`src/rtl/hrhc_pkg.sv`:
```
// Package for the HTTP request header checker: state record, phase and URL
// mode encodings, verdict codes, character constants and token tables.
// No dependencies.
`timescale 1ns / 1ps

package hrhc_pkg;

  localparam logic [7:0] ChCr    = 8'h0d;
  localparam logic [7:0] ChLf    = 8'h0a;
  localparam logic [7:0] ChSpace = 8'h20;
  localparam logic [7:0] ChTab   = 8'h09;
  localparam logic [7:0] ChSlash = 8'h2f;
  localparam logic [7:0] ChH     = 8'h68;

  localparam int unsigned GetLen = 3;
  localparam int unsigned VerLen = 8;
  localparam int unsigned PfxLen = 7;

  // Lowercase token tables, first character at index 0
  localparam logic [7:0] TokGet [GetLen] = '{8'h67, 8'h65, 8'h74};
  localparam logic [7:0] TokVer [VerLen] =
    '{8'h68, 8'h74, 8'h74, 8'h70, 8'h2f, 8'h31, 8'h2e, 8'h31};
  localparam logic [7:0] TokPfx [PfxLen] =
    '{8'h68, 8'h74, 8'h74, 8'h70, 8'h3a, 8'h2f, 8'h2f};

  typedef enum logic [1:0] {
    VERDICT_PENDING  = 2'd0,
    VERDICT_COMPLETE = 2'd1,
    VERDICT_BAD      = 2'd2
  } verdict_e;

  // Request line phase, one-hot
  typedef enum logic [4:0] {
    PH_METHOD  = 5'b00001,
    PH_GAP1    = 5'b00010,
    PH_URL     = 5'b00100,
    PH_GAP2    = 5'b01000,
    PH_VERSION = 5'b10000
  } phase_e;

  // URL progress, one-hot
  typedef enum logic [3:0] {
    URL_NONE   = 4'b0001,
    URL_SLASH  = 4'b0010,
    URL_PREFIX = 4'b0100,
    URL_HOST   = 4'b1000
  } url_mode_e;

  typedef struct packed {
    logic      in_headers;
    logic      saw_cr;
    phase_e    line_phase;
    logic [3:0] match_pos;
    url_mode_e url_mode;
    logic      line_empty;
    logic      line_failed;
  } state_t;

  localparam state_t StateReset = '{
    in_headers:  1'b0,
    saw_cr:      1'b0,
    line_phase:  PH_METHOD,
    match_pos:   4'd0,
    url_mode:    URL_NONE,
    line_empty:  1'b1,
    line_failed: 1'b0
  };

  typedef struct packed {
    verdict_e verdict;
    logic     line_done;
  } result_t;

  function automatic logic [7:0] to_lower(logic [7:0] c);
    logic [7:0] r;
    r = c;
    if (c >= 8'h41 && c <= 8'h5a) begin
      r = c + 8'd32;
    end
    return r;
  endfunction

  function automatic logic is_ws(logic [7:0] c);
    return (c == ChSpace) || (c == ChTab);
  endfunction

endpackage

```
`src/rtl/hrhc_step.sv`:
```
// Next-state and result logic for one request byte.
// Depends on hrhc_pkg.
`timescale 1ns / 1ps

module hrhc_step (
  input  hrhc_pkg::state_t  state_i,
  input  logic [7:0]        byte_i,
  output hrhc_pkg::state_t  state_o,
  output hrhc_pkg::result_t result_o
);

  // One URL character; caller guarantees line_failed is clear
  function automatic hrhc_pkg::state_t url_char(hrhc_pkg::state_t s, logic [7:0] c);
    hrhc_pkg::state_t r;
    logic [7:0] l;
    r = s;
    l = hrhc_pkg::to_lower(c);
    case (s.url_mode)
      hrhc_pkg::URL_NONE: begin
        if (c == hrhc_pkg::ChSlash) begin
          r.url_mode = hrhc_pkg::URL_SLASH;
        end else if (l == hrhc_pkg::ChH) begin
          r.url_mode  = hrhc_pkg::URL_PREFIX;
          r.match_pos = 4'd1;
        end else begin
          r.line_failed = 1'b1;
        end
      end
      hrhc_pkg::URL_PREFIX: begin
        if (s.match_pos < 4'(hrhc_pkg::PfxLen)) begin
          if (l == hrhc_pkg::TokPfx[s.match_pos[2:0]]) begin
            r.match_pos = s.match_pos + 4'd1;
          end else begin
            r.line_failed = 1'b1;
          end
        end else if (c == hrhc_pkg::ChSlash) begin
          r.url_mode = hrhc_pkg::URL_HOST;
        end
      end
      default: ;
    endcase
    return r;
  endfunction

  hrhc_pkg::state_t rq;
  logic [7:0]       lc;
  logic             ws;
  logic             line_ok;

  assign lc      = hrhc_pkg::to_lower(byte_i);
  assign ws      = hrhc_pkg::is_ws(byte_i);
  assign line_ok = !state_i.line_failed && (state_i.line_phase == hrhc_pkg::PH_VERSION)
                   && (state_i.match_pos == 4'(hrhc_pkg::VerLen));

  // Request line checking for one content byte
  always_comb begin
    rq = state_i;
    rq.line_empty = 1'b0;
    if (!state_i.in_headers && !state_i.line_failed) begin
      unique case (state_i.line_phase)
        hrhc_pkg::PH_METHOD: begin
          if (ws) begin
            if (state_i.match_pos == 4'(hrhc_pkg::GetLen)) begin
              rq.line_phase = hrhc_pkg::PH_GAP1;
            end else begin
              rq.line_failed = 1'b1;
            end
          end else if (state_i.match_pos < 4'(hrhc_pkg::GetLen) &&
                       lc == hrhc_pkg::TokGet[state_i.match_pos[1:0]]) begin
            rq.match_pos = state_i.match_pos + 4'd1;
          end else begin
            rq.line_failed = 1'b1;
          end
        end
        hrhc_pkg::PH_GAP1: begin
          if (!ws) begin
            rq.line_phase = hrhc_pkg::PH_URL;
            rq.match_pos  = 4'd0;
            rq = url_char(rq, byte_i);
          end
        end
        hrhc_pkg::PH_URL: begin
          if (ws) begin
            if (state_i.url_mode == hrhc_pkg::URL_SLASH ||
                state_i.url_mode == hrhc_pkg::URL_HOST) begin
              rq.line_phase = hrhc_pkg::PH_GAP2;
            end else begin
              rq.line_failed = 1'b1;
            end
          end else begin
            rq = url_char(rq, byte_i);
          end
        end
        hrhc_pkg::PH_GAP2: begin
          if (!ws) begin
            rq.line_phase = hrhc_pkg::PH_VERSION;
            if (lc == hrhc_pkg::TokVer[0]) begin
              rq.match_pos = 4'd1;
            end else begin
              rq.match_pos   = 4'd0;
              rq.line_failed = 1'b1;
            end
          end
        end
        hrhc_pkg::PH_VERSION: begin
          if (state_i.match_pos < 4'(hrhc_pkg::VerLen) &&
              lc == hrhc_pkg::TokVer[state_i.match_pos[2:0]]) begin
            rq.match_pos = state_i.match_pos + 4'd1;
          end else begin
            rq.line_failed = 1'b1;
          end
        end
        default: rq.line_failed = 1'b1;
      endcase
    end
  end

  always_comb begin
    state_o            = state_i;
    result_o.verdict   = hrhc_pkg::VERDICT_PENDING;
    result_o.line_done = 1'b0;
    if (state_i.saw_cr) begin
      if (byte_i == hrhc_pkg::ChLf) begin
        result_o.line_done = 1'b1;
        if (!state_i.in_headers && !line_ok) begin
          result_o.verdict = hrhc_pkg::VERDICT_BAD;
          state_o          = hrhc_pkg::StateReset;
        end else if (state_i.in_headers && state_i.line_empty) begin
          result_o.verdict = hrhc_pkg::VERDICT_COMPLETE;
          state_o          = hrhc_pkg::StateReset;
        end else begin
          // next line, header section
          state_o            = hrhc_pkg::StateReset;
          state_o.in_headers = 1'b1;
        end
      end else begin
        result_o.verdict = hrhc_pkg::VERDICT_BAD;
        state_o          = hrhc_pkg::StateReset;
      end
    end else if (byte_i == hrhc_pkg::ChCr) begin
      state_o.saw_cr = 1'b1;
    end else if (byte_i == hrhc_pkg::ChLf) begin
      result_o.verdict = hrhc_pkg::VERDICT_BAD;
      state_o          = hrhc_pkg::StateReset;
    end else begin
      state_o = rq;
    end
  end

endmodule

```
`config.mk`:
```
export PLATFORM = sky130hd
export DESIGN_NAME = hrhc_step
export DESIGN_NICKNAME = d
export VERILOG_FILES = /design/src/rtl/hrhc_pkg.sv /design/src/rtl/hrhc_step.sv
export SDC_FILE = /design/constraint.sdc
export NUM_CORES = 1
export LEC_CHECK = 0
export BUFFER_PORTS_ARGS = -buffer_cell sky130_fd_sc_hd__buf_2
export CELL_PAD_IN_SITES_DETAIL_PLACEMENT = 2
export CELL_PAD_IN_SITES_GLOBAL_PLACEMENT = 2
export CORE_ASPECT_RATIO = 1.75
export CORE_MARGIN = 10
export CORE_UTILIZATION = 29
export DETAILED_ROUTE_END_ITERATION = 6
export PLACE_DENSITY_LB_ADDON = 0.1
export SLEW_MARGIN = 40
export SYNTH_ARGS = -nofsm -noshare
export SYNTH_HDL_FRONTEND = slang
export SYNTH_SLANG_ARGS = --single-unit
```
`constraint.sdc`:
```
create_clock -name vclk -period 3.2
set_clock_uncertainty 0.05 [all_clocks]
set_input_delay 0.16 -clock vclk [all_inputs]
set_output_delay 0.16 -clock vclk [all_outputs]
set_load 0.03 [all_outputs]
```
==> results summary, run 1 <==
The flow ran to the end, and the final reports show no timing, DRC or antenna violations. The number of placement rows is 34. The final layout contains routed wiring with a total length of 7250 um. The vertical extent of the die came out at 116 um. The final layout contains 306 nets. Entering global routing, the biggest net connects 16 pins. The sequential element share of the synthesized area is 0%. The library cell used most frequently in the layout, excluding fill and tap cells, is sky130_fd_sc_hd__buf_2. For this block, the initial DRC count from the detailed router was 114.

The biggest cell delay along the critical path is 0.36 ns. The biggest area contributor in the post-synthesis netlist is sky130_fd_sc_hd__nor2_1. The synthesis warning total is 0. The share of the synthesized area in compound gates (AO/OA/AOI/OAI) came out at 38.0%.

On the critical path, the stage with the largest delay is an instance of sky130_fd_sc_hd__ha_1. The setup slack after layout is 0.197 ns. The starting utilization of the core area came out at 30.2%. The max-slew violation count is 0. Compared with the post-synthesis result, the final layout area differs by 15.5%. The top-area cell type share of the netlist area is 7.61%. The core footprint is 5060 um2.

The number of antenna cells inserted is 0. The number of hold violations in the final report is 0. The number of unique standard cell types used by synthesis is 70.

The required time of the critical path came out at 2.99 ns. The pre-CTS setup slack came out at 0.186 ns. During placement, the flow inserted port buffers numbering 45. After synthesis the cells add up to 1530 um2. In this run the static leakage power is 0.000751 uW. The number of optimization iterations in the first detailed-route pass is 4. After synthesis, the largest family of logic cells by area is simple AND/OR/NAND/NOR gates. The cell family contributing the most delay on the critical path is simple AND/OR/NAND/NOR gates. Of the total synthesized cell area, the portion taken by XOR and XNOR cells is 5.16%. In the layout the commonest cells are sky130_fd_sc_hd__buf_2 (45), sky130_fd_sc_hd__nor2_1 (31), sky130_fd_sc_hd__a21oi_1 (18), sky130_fd_sc_hd__nand2_1 (17), sky130_fd_sc_hd__o21ai_0 (17).

The count of buffer and inverter cells on the critical path is 4. The maximum ir drop on the vdd rail came out at 46.4 uV. Of the cells placed in the final design, the portion with a size suffix greater than 1 is 27.6%. For this design the top-level I/O count stands at 45. The total die area is 8690 um2. The critical path goes through buf_2 -> inv_1 -> ha_1 -> and2b_2 -> or3_1 -> a222oi_1 -> buf_4 -> and4_4 -> o2111ai_1 -> a221oi_2 -> nor2_1 -> buf_2. The post-route setup TNS is 0 ns. The number of nets handed over by synthesis was 266. The worst hold path belongs to the class in2out. The power density relative to cell area came out at 116 nW/um2. The total grt overflow is 0. The global-route wire length before repair is 11800 um. The number of global-route vias before repair was 2196. The count of cells resized by post-cts repair came out at 0. Counting buffers and inverters, the worst setup path is 12 cells deep.

The area share of and/or/nand/nor cells after synthesis came out at 44.0%. The worst hold slack across all endpoints is 0.632 ns. Dividing the synthesized area by the synthesized cell count gives 6.45 um2.

The total of endpoints with negative setup slack in the final report came out at 0. The transition time of the tightest slew-check pin is 0.783 ns. The clock buffer instance count of the final layout is 0.

The smallest clock period supported by the final layout is computed as 3.00 ns. Setup repair after global routing left no endpoint under its margin. The kind of capture point of the worst setup path is a primary output. The vias after detailed routing came out at 2064. The initial antenna violation count is 0.

The cell count of the worst hold path came out at 4. The total global-route track usage came out at 16.9%. The filler cell count came out at 676. At the end of routability-driven placement, the weighted congestion stood at 0.880. The instance count of the mapped netlist is 237. For this run, design rule violations remaining after detail routing come to 0. The worst setup path is of the in2out kind. The tightest slew margin relative to the limit came out at 47.1%. The dominant cell type by count on the critical path is sky130_fd_sc_hd__buf_2. The endpoint arrival time on the critical path came out at 2.79 ns. The post-route antenna net violation count came out at 0.

The share of cell area taken by muxes after synthesis came out at 0%. The flip-flop and latch count came out at 0. In the final layout, flip-flops and latches occupy 0 um2. STA classifies the critical path startpoint as a primary input. The die is 74.9 um wide. The detailed-route wire length per cell is 22.0 um. The via count normalized by instance count came out at 6.27. The arithmetic-cell share of the synthesized area counting full adders, half adders and majority gates came out at 3.27%. Dividing the final minimum period by the clock period gives 93.9%. The post-detailed-placement half-perimeter wirelength came out at 6170 um. The multi-input combinational cells in the finished layout cover a total of 1380 um2.

The maximum net fanout on the critical path is 7. Hold repair after CTS inserted 0 buffers. The max-cap violation count came out at 0.

After synthesis, the cell types taking the most area are sky130_fd_sc_hd__nor2_1 (7.6%), sky130_fd_sc_hd__a21oi_1 (5.9%), sky130_fd_sc_hd__o21ai_0 (5.6%). Static timing analysis puts the maximum clock frequency at 333 MHz.
## layout make-up
class | instances | area share [%]
repair buffers | 51 | 15.3
inverters | 12 | 2.55
well taps | 54 | 3.83
multi-input cells | 212 | 78.3
## path summary, 6_finish.rpt
kind / startpoint / to / slack, ns
setup / recovery: state_i[6] / state_o[7] / 0.20
hold / removal: state_i[1] / state_o[1] / 0.63
## cell families after synthesis
logic type | count (synthesis)
compound gates | 83
xor+xnor | 9
fa+ha+maj | 4
buf+inv | 25
simple gates | 116
## synth_stat cells (all sizes together) (5+ instances only)
master   n
a31oi    7
nand4    7
inv     12
o21ai   20
buf      6
nand2   17
nor3     6
clkbuf   7
xnor2    5
nand3    9
nor2    31
a21oi   18
o211ai   5
and3     8
## report_power, final
part	total (uW)	switching, uW	leakage [uW]	internal, uW
logic	205	134	0.000751	70.6
clock network	0	0	0	0
registers	0	0	0	0
## layer usage
| layer | global-route usage, % | wire, um | vias up |
|---|---|---|---|
| li1 | - | - | 988 |
| met3 | 1.46 | 202 | 10 |
| met4 | 4.82 | 228 | 0 |
| met2 | 32.8 | 4060 | 44 |
| met1 | 18.1 | 2750 | 1022 |
| met5 | 0 | 0 | - |
## tightest hold or removal path, stage by stage
cell	delay, ns
sky130_fd_sc_hd__buf_2	0.10
sky130_fd_sc_hd__nand2_1	0.05
sky130_fd_sc_hd__nand2_1	0.04
sky130_fd_sc_hd__buf_2	0.17
## per-stage QoR
| step | std cells | power, uW | area, um2 | utilization (%) |
|---|---|---|---|---|
| 6_report | 329 | 205 | 1770 | 34.9 |
| 5_1_grt | 329 | 226 | 1770 | 34.9 |
| 4_1_cts | 328 | 206 | 1760 | 34.7 |
| 3_5_place_dp | 328 | 206 | 1760 | 34.7 |
| 3_3_place_gp | 328 | 203 | 1760 | 34.7 |
| 2_1_floorplan | 237 | 137 | 1530 | - |
## timing repair
item                                   in CTS  in global routing
setup endpoints to repair                   0                  1
endpoints found under the hold margin       0                  0
buffers inserted                            0                  1
Power figures use the tool's default switching activity.
==> inputs of run 2 (changes only) <==
--- a/config.mk
+++ b/config.mk
@@ -10,7 +10,7 @@
 export CELL_PAD_IN_SITES_GLOBAL_PLACEMENT = 2
 export CORE_ASPECT_RATIO = 1.75
 export CORE_MARGIN = 10
-export CORE_UTILIZATION = 29
+export CORE_UTILIZATION = 26
 export DETAILED_ROUTE_END_ITERATION = 6
 export PLACE_DENSITY_LB_ADDON = 0.1
 export SLEW_MARGIN = 40
==> constraint.sdc (replaced) <==
create_clock -name vclk -period 2.75
set_clock_uncertainty 0.05 [all_clocks]
set_input_delay 0.1375 -clock vclk [all_inputs]
set_output_delay 0.1375 -clock vclk [all_outputs]
set_load 0.03 [all_outputs]
==> results summary, run 2 (synthesis results as in run 1) <==
The number of hold violations in the final report is 0 (unchanged). The boundary pin count came out at 45 (unchanged). The number of optimization iterations in the first detailed-route pass is 4 (unchanged). The total global-route track usage came to 15.4% (was 16.9%). The worst hold slack across all endpoints is 0.585 ns (was 0.632 ns). The detailed-route wire length per cell is 21.0 um (was 22.0 um). The dominant cell type by count on the critical path was sky130_fd_sc_hd__buf_2 (unchanged).

The final critical-path required period came out at 2.65 ns. The post-route antenna net violation count came out at 0 (unchanged). The quantity of I/O buffers inserted on ports was 45 (unchanged). The number of DRC violations after detailed routing is 0 (unchanged). The clock buffer instance count of the final layout came out at 0 (unchanged). The max-slew violation count came out at 0 (unchanged). The starting DRC count in detailed routing is 67 (was 114).

Run status: completed (unchanged). The biggest cell delay along the critical path is 0.37 ns (was 0.36 ns). The slowest cell on the critical path is sky130_fd_sc_hd__a222oi_1 (was sky130_fd_sc_hd__ha_1). The vertical extent of the die came out at 121 um (was 116 um). The startpoint class of the critical path is a primary input (unchanged). The die width is 78.0 um (was 74.9 um). The vias after detailed routing came out at 2166 (was 2064). The initial antenna violation count is 0 (unchanged). The reported leakage power came out at 0.000825 uW (was 0.000751 uW).

The core footprint came out at 5630 um2 (was 5060 um2). The maximum ir drop on the vdd rail came out at 46.5 uV (was 46.4 uV). The share of the cycle needed by the critical path after routing is 96.3%.

The filler cell count was 745 (was 676). The final RePlAce weighted congestion was 0.903 (was 0.880). The register cell area after layout came out at 0 um2 (unchanged). The power density relative to cell area is 136 nW/um2 (was 116 nW/um2). The starting utilization of the core area is 27.2% (was 30.2%). The global-route wire length before repair came out at 12200 um (was 11800 um). The total die area came out at 9470 um2 (was 8690 um2).

The endpoint arrival time on the critical path is 2.46 ns (was 2.79 ns). The most common library cell in the layout ignoring fill and taps is sky130_fd_sc_hd__buf_2 (unchanged). The post-route setup TNS was 0 ns (unchanged). The via count normalized by instance count was 5.92 (was 6.27).

The kind of capture point of the worst setup path is a primary output (unchanged). The required time of the critical path is 2.56 ns (was 2.99 ns). The share of cells above drive strength 1 is 33.1% (was 27.6%).

The post-detailed-placement half-perimeter wirelength is 6560 um (was 6170 um). Based on the critical path, the design can be clocked at up to 378 MHz. Worst-path cell chain: buf_2 -> inv_1 -> ha_4 -> and2b_2 -> or3_1 -> a222oi_1 -> and4_4 -> o2111ai_1 -> a221oi_2 -> nor2_1 -> buf_2 (was buf_2 -> inv_1 -> ha_1 -> and2b_2 -> or3_1 -> a222oi_1 -> buf_4 -> and4_4 -> o2111ai_1 -> a221oi_2 -> nor2_1 -> buf_2). The total of endpoints with negative setup slack in the final report came out at 0 (unchanged).

The number of antenna cells inserted came to 0 (unchanged). The cell count of the worst hold path came out at 4 (unchanged). Commonest cells after routing, fill and taps aside: sky130_fd_sc_hd__buf_2 (43), sky130_fd_sc_hd__nor2_1 (31), sky130_fd_sc_hd__buf_4 (23), sky130_fd_sc_hd__a21oi_1 (18), sky130_fd_sc_hd__nand2_1 (17) (was sky130_fd_sc_hd__buf_2 (45), sky130_fd_sc_hd__nor2_1 (31), sky130_fd_sc_hd__a21oi_1 (18), sky130_fd_sc_hd__nand2_1 (17), sky130_fd_sc_hd__o21ai_0 (17)).

The hold buffer count at CTS came out at 0 (unchanged). The layout-stage area growth over the synthesis result came to 27.1% (was 15.5%). The kind of critical path was in2out (unchanged).

The transition time of the tightest slew-check pin is 0.799 ns (was 0.783 ns). The total routed wirelength came out at 7690 um (was 7250 um). The flip-flop and latch count came to 0 (unchanged). The largest net degree at the start of global routing came to 21 (was 16). The total grt overflow came out at 0 (unchanged). The design area came out at 1940 um2 (was 1770 um2).

The max-cap violation count is 0 (unchanged). The number of placement rows came out at 36 (was 34). The maximum net fanout on the critical path is 5 (was 7). The class of the most critical hold timing path is in2out (unchanged). The tightest slew margin relative to the limit is 46.2% (was 47.1%). RSZ-0062 raised after global routing: yes (was no). The number of global-route vias before repair is 2361 (was 2196).

The area after detailed placement was 1900 um2 (was 1760 um2). The number of nets in the layout is 321 (was 306).
[run 2: cell types whose count changed in the layout (fill, tap and decap cells not counted), moves of 2 or more]
cell,before,now
sky130_fd_sc_hd__buf_4,6,23
sky130_fd_sc_hd__ha_1,4,2
sky130_fd_sc_hd__o21ai_1,2,4
sky130_fd_sc_hd__buf_2,45,43
sky130_fd_sc_hd__o21ai_0,17,15
[run 2: cell type report]
type	count	area, um2	share of cell area [%]
inverter	12	45.0	2.32
multi-input combinational	212	1420	72.8
tap	76	95.1	4.89
timing repair buffer	66	388	20.0
[run 2: worst paths after layout]
check | startpoint | end | slack [ns]
setup / recovery | state_i[7] | state_o[7] | 0.10
hold / removal | state_i[1] | state_o[1] | 0.59
[run 2: what timing repair did]
item / in CTS / in global routing
resized for setup: 0 / 10
setup buffers: 0 / 1
endpoints found under the setup margin: 0 / 5
[run 2: report_power, final]
part           internal, uW  leakage [uW]  switching (uW)  total, uW
logic                  97.5      0.000825             166        264
clock network             0             0               0          0
registers                 0             0               0          0
total                  97.5      0.000825             166        264
[run 2: routing by layer]
metal  track usage, %  wire length [um]
met1             15.5              2780
met2             31.2              4400
met3             1.04               205
met4             5.97               314
met5                0                 0
[run 2: through the flow]
stage / cells / util [%] / setup slack (ns) / power (uW)
6_report: 366 / 34.5 / 0.103 / 264
5_1_grt: 366 / 34.5 / -0.0455 / 290
4_1_cts: 365 / 33.7 / 0.0352 / 259
3_5_place_dp: 365 / 33.7 / 0.0497 / 259
3_3_place_gp: 365 / 33.7 / 0.121 / 254
2_1_floorplan: 237 / - / 0.0973 / 159
[run 2: worst max-delay path: cells and delay by family]
family          cells  cell delay, ns
compound gates      3            0.80
simple gates        4            0.90
fa+ha+maj           1            0.28
buf+inv             3            0.34
